## config.mk

```make
export PLATFORM = sky130hd
export DESIGN_NAME = salc_lookup
export DESIGN_NICKNAME = d
export VERILOG_FILES = /design/src/rtl/salc_pkg.sv /design/src/rtl/salc_lookup.sv
export SDC_FILE = /design/constraint.sdc
export NUM_CORES = 1
export LEC_CHECK = 0
export BUFFER_PORTS_ARGS = -buffer_cell sky130_fd_sc_hd__buf_2
export CORE_AREA = 2 2 227 229
export DETAILED_ROUTE_END_ITERATION = 12
export DIE_AREA = 0 0 229 231
export PLACE_DENSITY = 0.38
export SLEW_MARGIN = 30
export SYNTH_ARGS = -nofsm -noshare
export SYNTH_HDL_FRONTEND = slang
export SYNTH_SLANG_ARGS = --single-unit
```

## constraint.sdc

```tcl
create_clock -name vclk -period 4.4
set_clock_uncertainty 0.15 [all_clocks]
set_input_delay 0 -clock vclk [all_inputs]
set_output_delay 0 -clock vclk [all_outputs]
set_load 0.05 [all_outputs]
```

## src/rtl/salc_pkg.sv

```systemverilog
// -----------------------------------------------------------------------------
// salc_pkg
// Shared widths, codes and types of the set-associative LRU cache lookup.
// -----------------------------------------------------------------------------
package salc_pkg;

   localparam int ADDR_W         = 64;
   localparam int TAG_W          = 62;
   localparam int KIND_W         = 2;
   localparam int OUT_WAY_W      = 2;
   localparam int RSP_DATA_W     = 8;

   localparam logic [KIND_W-1:0] KIND_LOAD  = 2'd0;
   localparam logic [KIND_W-1:0] KIND_STORE = 2'd1;

   localparam int SET_BITS_W     = 4;
   localparam int BLOCK_BITS_W   = 5;
   localparam int WAYS_USE_W     = 3;
   localparam int MAX_BLOCK_BITS = 16;

   localparam int CSR_INDEX_W    = 2;
   localparam int CSR_DATA_W     = 5;

   localparam logic [CSR_INDEX_W-1:0] CSR_SET_BITS    = 2'd0;
   localparam logic [CSR_INDEX_W-1:0] CSR_BLOCK_BITS  = 2'd1;
   localparam logic [CSR_INDEX_W-1:0] CSR_WAYS_IN_USE = 2'd2;

   localparam logic [SET_BITS_W-1:0]   SET_BITS_RST    = 4'd4;
   localparam logic [BLOCK_BITS_W-1:0] BLOCK_BITS_RST  = 5'd4;
   localparam logic [WAYS_USE_W-1:0]   WAYS_IN_USE_RST = 3'd4;

   typedef struct packed {
      logic                 hit;
      logic                 evicted;
      logic [OUT_WAY_W-1:0] way;
   } lookup_result_type;

endpackage

```

## src/rtl/salc_lookup.sv

```systemverilog
// -----------------------------------------------------------------------------
// salc_lookup
// Tag match, fill or victim choice and true LRU rank update for one set.
// -----------------------------------------------------------------------------
module salc_lookup
   import salc_pkg::*;
#(
   parameter int WAYS = 4,
   localparam int RANK_W = (WAYS > 1) ? $clog2(WAYS) : 1
) (
   input  logic [WAYS-1:0]              use_mask,
   input  logic [TAG_W-1:0]             tag,
   input  logic [WAYS-1:0]              row_valid,
   input  logic [WAYS-1:0][TAG_W-1:0]   row_tag,
   input  logic [WAYS-1:0][RANK_W-1:0]  row_rank,
   output lookup_result_type            result,
   output logic [WAYS-1:0]              new_valid,
   output logic [WAYS-1:0][TAG_W-1:0]   new_tag,
   output logic [WAYS-1:0][RANK_W-1:0]  new_rank
);

   localparam logic [RANK_W-1:0] RANK_MAX = RANK_W'(WAYS - 1);

   logic [WAYS-1:0]   match;
   logic              hit;
   logic [RANK_W-1:0] hit_way;
   logic              found_empty;
   logic [RANK_W-1:0] empty_way;
   logic [RANK_W-1:0] best_rank;
   logic [RANK_W-1:0] victim_way;
   logic [RANK_W-1:0] sel_way;

   always_comb begin
      hit         = 1'b0;
      hit_way     = '0;
      found_empty = 1'b0;
      empty_way   = '0;
      for (int w = WAYS - 1; w >= 0; w--) begin
         match[w] = use_mask[w] && row_valid[w] && (row_tag[w] == tag);
         if (match[w]) begin
            hit     = 1'b1;
            hit_way = RANK_W'(w);
         end
         if (use_mask[w] && !row_valid[w]) begin
            found_empty = 1'b1;
            empty_way   = RANK_W'(w);
         end
      end
   end

   always_comb begin
      best_rank  = '0;
      victim_way = '0;
      for (int w = 0; w < WAYS; w++) begin
         if (use_mask[w] && (row_rank[w] > best_rank)) begin
            best_rank  = row_rank[w];
            victim_way = RANK_W'(w);
         end
      end
   end

   always_comb begin
      if (hit) begin
         sel_way = hit_way;
      end else if (found_empty) begin
         sel_way = empty_way;
      end else begin
         sel_way = victim_way;
      end
   end

   // age the valid ways younger than the touched one (on a miss, every valid way)
   always_comb begin
      new_valid = row_valid;
      new_tag   = row_tag;
      new_rank  = row_rank;
      for (int v = 0; v < WAYS; v++) begin
         if (use_mask[v] && (RANK_W'(v) != sel_way) && row_valid[v] &&
             (!hit || (row_rank[v] < row_rank[sel_way])) &&
             (row_rank[v] != RANK_MAX)) begin
            new_rank[v] = row_rank[v] + 1'b1;
         end
      end
      new_valid[sel_way] = 1'b1;
      new_tag[sel_way]   = tag;
      new_rank[sel_way]  = '0;
   end

   assign result.hit     = hit;
   assign result.evicted = !hit && !found_empty;
   assign result.way     = OUT_WAY_W'(sel_way);

endmodule

```

==> reports/qor.yml, run 1 <==
status: "finished with violations"
violations: "setup timing"
die_x_um: 229
tightest_slew_ns: 0.862
grt_overflow: 0
drive_above_1_share_pct: 62.8
synth_nets: 1404
n_clock_buffer: 0
p_per_area_nw_per_um2: 256
p_seq_share_pct: 0
cpPeakStageDelay_ns: 0.35
synth-seq-area-share_pct: 0
drt-total-wl_um: 75200
rows: 83
start_kind: "primary input"
final.setup.tns_ns: -107.72
io_buffers: 590
yosys-top-cells-count: "mux2_2 (204), xor2_1 (108), xnor2_1 (88)"
cp_top_family: "compound AO/OA/AOI/OAI gates"
vias: 11800
min-delay-path-class: "primary input to primary output"
p_clk_share_pct: 0
crit_cells: 25
drt_iter0_drc: 732
worst-path-buf-inv: 4
netlist_area_um2: 8060
path_class: "primary input to primary output"
yosysMostFrequentCell: "mux2_2"
end_kind: "primary output"
route.detailed.drc: 0
grt_usage_pct: 26.3
rsz0062_at_grt: "true"
core_um2: 50700
layout.nets: 2059
grt_max_degree: 24
setup_viol: 260
antenna_found_initial: 5
grt_pass1_vias: 12000
internal-power_uw: 1810
ys_warn_count: 0
yosys.area.top_type_share_pct: 28.5
fin_ws_ns: -0.601
switching_share_pct: 57.9
drtPass1Iterations: 5
ys_types: 68
synthToLayoutAreaGrowth_pct: 109
hold_depth: 4
dieHeight_um: 231
power.total_uw: 4300
fmax_mhz: 200
io_pins: 590
crit_required_ns: 4.25
synth_area_leaders: "mux2_2 (29%), xor2_1 (12%), xnor2_1 (9.6%), nand2b_1 (5.1%), nand4_1 (4.5%)"
instances_no_fill: 2409
ir_worst_vdd_uv: 127
regArea_um2: 0
gp_congestion: 0.934
power.switching_uw: 2490
maxCapViolCount: 0
worstSetupStartpoint: "row_rank[0]"
crit_top_cell: "ha_4"
synth.avg_cell_area_um2: 7.55
synth_cells: 1067
holdWs_ns: 0.224
initial_core_util_pct: 15.9
combPwrFrac_pct: 100.0
worstHoldStart: "row_tag[97]"
yosysTopAreaCell: "mux2_2"
vias_per_cell: 4.90
relSlewSlack_pct: 42.5
hpwl_um: 63300
slew_violations: 0
route.antenna.remaining_nets: 0
p_leak_uw: 0.00765
grt_pass1_wl_um: 97600
cp_max_fo: 4
dieArea_um2: 52900
fin_crit_ns: 5.00
cts_hold_buf: 0
critPathArrivalTime_ns: 4.85
avgRoutedWirePerCell_um: 31.2
hold_viol: 0
slowest_stage: "mux2_4"
seq_cell_count: 0
finalCritPeriodShare_pct: 114
dp.cells: 2350
## placed cells by master (no fill, tap or decap), types with 59 or more instances in the layout
| master | synthesis | layout |
|---|---|---|
| nand2b_1 | 66 | 64 |
| buf_4 | 3 | 114 |
| mux2_2 | 204 | 59 |
| xor2_1 | 108 | 108 |
| buf_12 | 0 | 68 |
| buf_6 | 7 | 162 |
| xnor2_1 | 88 | 88 |
| mux2_4 | 0 | 156 |
| buf_2 | 34 | 338 |
## metrics by stage
| stage | util [%] | setup slack (ns) | area, um2 |
|---|---|---|---|
| 2_1_floorplan | - | -0.660 | 9150 |
| 3_3_place_gp | 27.9 | -0.742 | 14100 |
| 3_5_place_dp | 27.9 | -0.779 | 14100 |
| 4_1_cts | 30.0 | -0.551 | 15200 |
| 5_1_grt | 33.2 | -0.783 | 16800 |
| 6_report | 33.2 | -0.601 | 16800 |
## metal layers
layer / global-route usage [%] / vias up / routed length [um]
met5: 0 / - / 13
met4: 5.05 / 2 / 1870
met3: 2.20 / 85 / 3590
met2: 47.3 / 572 / 36900
met1: 34.3 / 5968 / 32800
li1: - / 5189 / -
## cell families after synthesis
group	share of synthesized area (%)
fa+ha+maj	1.71
compound gates	8.08
simple gates	30.5
buf+inv	6.96
mux	31.4
xor+xnor	21.3
## path summary, 6_finish.rpt
check,end,slack [ns]
max,new_rank[5],-0.60
min,new_tag[97],0.22
## cell type report
cell class,count,area (um2)
fill,5425,33900
multi-input combinational,949,8990
timing repair buffer,744,6850
tap,680,851
inverter,27,113
antenna,9,22.5
## power groups by stage
| stage | combinational [uW] | sequential, uW | clock, uW |
|---|---|---|---|
| finish | 4300 | 0 | 0.0000181 |
| global route | 4430 | 0 | 0.0000608 |
| CTS | 3880 | 0 | 0 |
| detailed placement | 3580 | 0 | 0 |
| global placement | 3580 | 0 | 0 |
| floorplan | 2280 | 0 | 0 |
## timing repair
item | in CTS | in global routing
setup buffers | 11 | 30
gates cloned | 8 | 9
setup endpoints to repair | 260 | 261
gates resized for setup | 232 | 446
pin swaps | 18 | 10
Note: power is estimated with default switching activity, not from simulation.
==> run 2: changes to the inputs <==
- CORE_AREA: 2 2 227 229 -> 2 2 231 233
- DIE_AREA: 0 0 229 231 -> 0 0 233 235
- PLACE_DENSITY: 0.38 -> 0.36
- clock period: 4.4 -> 6.1 ns (I/O delays scaled with it)
==> run 2 against run 1 <==
Effect of this change: the flow now finishes without violations; sequential share of layout area did not move; hold slack improved by 0.067 ns; critical path depth rose by 1; routed wire length fell by 8.4%; die area rose by 3.5%; worst setup slack improved by 0.94 ns.
==> reports/qor.yml, run 2 (synthesized netlist as in run 1, its figures left out) <==
vias_per_cell: 4.75  # -3.2%
final.setup.tns_ns: 0  # +107.72 ns
tightest_slew_ns: 0.819  # -0.0436 ns
final_common_cell: "buf_2"
initial_core_util_pct: 15.4  # -0.47 points
endpoint: "new_rank[5]"
cp_max_fo: 9  # +5
synthToLayoutAreaGrowth_pct: 45.3
dieHeight_um: 235  # +1.7%
min-delay-path-class: "primary input to primary output"
grt_max_degree: 76  # +220%
fin_crit_ns: 5.76
route.detailed.drc: 0  # unchanged
n_clock_buffer: 0  # unchanged
layout_common_cells: "buf_2 (588), mux2_2 (204), xor2_1 (108)"
rsz0062_at_grt: "false"
relSlewSlack_pct: 44.9  # +2.4 points
core_um2: 52200  # +3.1%
hold_viol: 0  # unchanged
rows: 84  # +1.2%
path_class: "primary input to primary output"
layout.nets: 1926  # -6.5%
drt_iter0_drc: 576  # -21%
setup_viol: 0  # -100%
fmax_mhz: 174
fillers: 6028  # +11%
io_pins: 590  # unchanged
end_kind: "primary output"
hpwl_um: 60300  # -4.7%
io_buffers: 590  # unchanged
grt_usage_pct: 23.9  # -2.4 points
gp_congestion: 0.869  # -7.0%
status: "completed"
finalCritPeriodShare_pct: 94.5
maxCapViolCount: 0  # unchanged
drt-total-wl_um: 68900  # -8.4%
grt_pass1_wl_um: 91400  # -6.4%
grt_pass1_vias: 11100  # -7.8%
worstSetupStartpoint: "row_rank[0]"
drtPass1Iterations: 5  # unchanged
antenna_found_initial: 6  # +1
critPathArrivalTime_ns: 5.61  # +0.76 ns
route.antenna.remaining_nets: 0  # unchanged
seq_cell_count: 0  # unchanged
die_x_um: 233  # +1.7%
crit_required_ns: 5.95  # +1.70 ns
vias: 10800  # -8.5%
start_kind: "primary input"
slew_violations: 0  # unchanged
grt_overflow: 0  # unchanged
dieArea_um2: 54800  # +3.5%
multiInputGateArea_um2: 7530  # -16%
avgRoutedWirePerCell_um: 30.2  # -3.1%
regArea_um2: 0  # unchanged
drive_above_1_share_pct: 52.8  # -10 points
run 2: critical path, stage by stage:
cell       delay (ns)
buf_2            0.19
inv_1            0.11
ha_1             0.22
nand3b_1         0.19
ha_1             0.30
nor2b_1          0.13
o211ai_1         0.18
buf_4            0.16
mux2_2           0.34
ha_1             0.29
nor2b_1          0.13
o211a_1          0.24
mux2_2           0.36
ha_1             0.28
nor2b_1          0.13
o211ai_1         0.15
nand4_1          0.14
o221ai_1         0.32
o21ai_2          0.15
nand2_1          0.16
mux2i_1          0.33
o2bb2ai_4        0.20
nand2_2          0.12
o21a_1           0.18
o311ai_1         0.30
clkbuf_4         0.31
run 2: area by class of cell:
type,count,area share [%]
multi-input combinational,946,64.3
timing repair buffer,614,27.4
tap,688,7.35
inverter,27,0.866
antenna,2,0.0427
run 2: worst min path at each step:
stage	start	endpoint	depth (start not counted)	slack [ns]
after floorplan	row_valid[2]	new_valid[2]	1	0.1
after global placement	row_tag[25]	new_tag[25]	4	0.28
after detailed placement	row_tag[25]	new_tag[25]	4	0.28
after CTS	row_tag[25]	new_tag[25]	4	0.29
after global routing	row_tag[35]	new_tag[35]	4	0.32
final	row_tag[25]	new_tag[25]	4	0.29
run 2: repair_timing:
action | CTS | global route
setup endpoints to repair | 0 | 7
resized for setup | 0 | 3
hold buffers | 0 | 0
buffers inserted | 0 | 4
hold endpoints to repair | 0 | 0
run 2: metal layers:
layer	up-vias	GRT usage (%)	routed length [um]
li1	4924	-	-
met5	-	0	0
met2	506	42.2	33600
met1	5337	31.8	30700
met3	40	2.05	3340
met4	0	3.84	1270
run 2: through the flow:
stage | util, % | instances | hold slack (ns) | cell area, um2 | setup WS, ns
3_3_place_gp | 22.3 | 2271 | 0.285 | 11700 | 0.327
4_1_cts | 22.3 | 2271 | 0.287 | 11700 | 0.283
2_1_floorplan | - | 1067 | 0.0961 | 8060 | 0.167
6_report | 22.4 | 2277 | 0.291 | 11700 | 0.337
3_5_place_dp | 22.3 | 2271 | 0.283 | 11700 | 0.289
5_1_grt | 22.4 | 2275 | 0.320 | 11700 | 0.0518
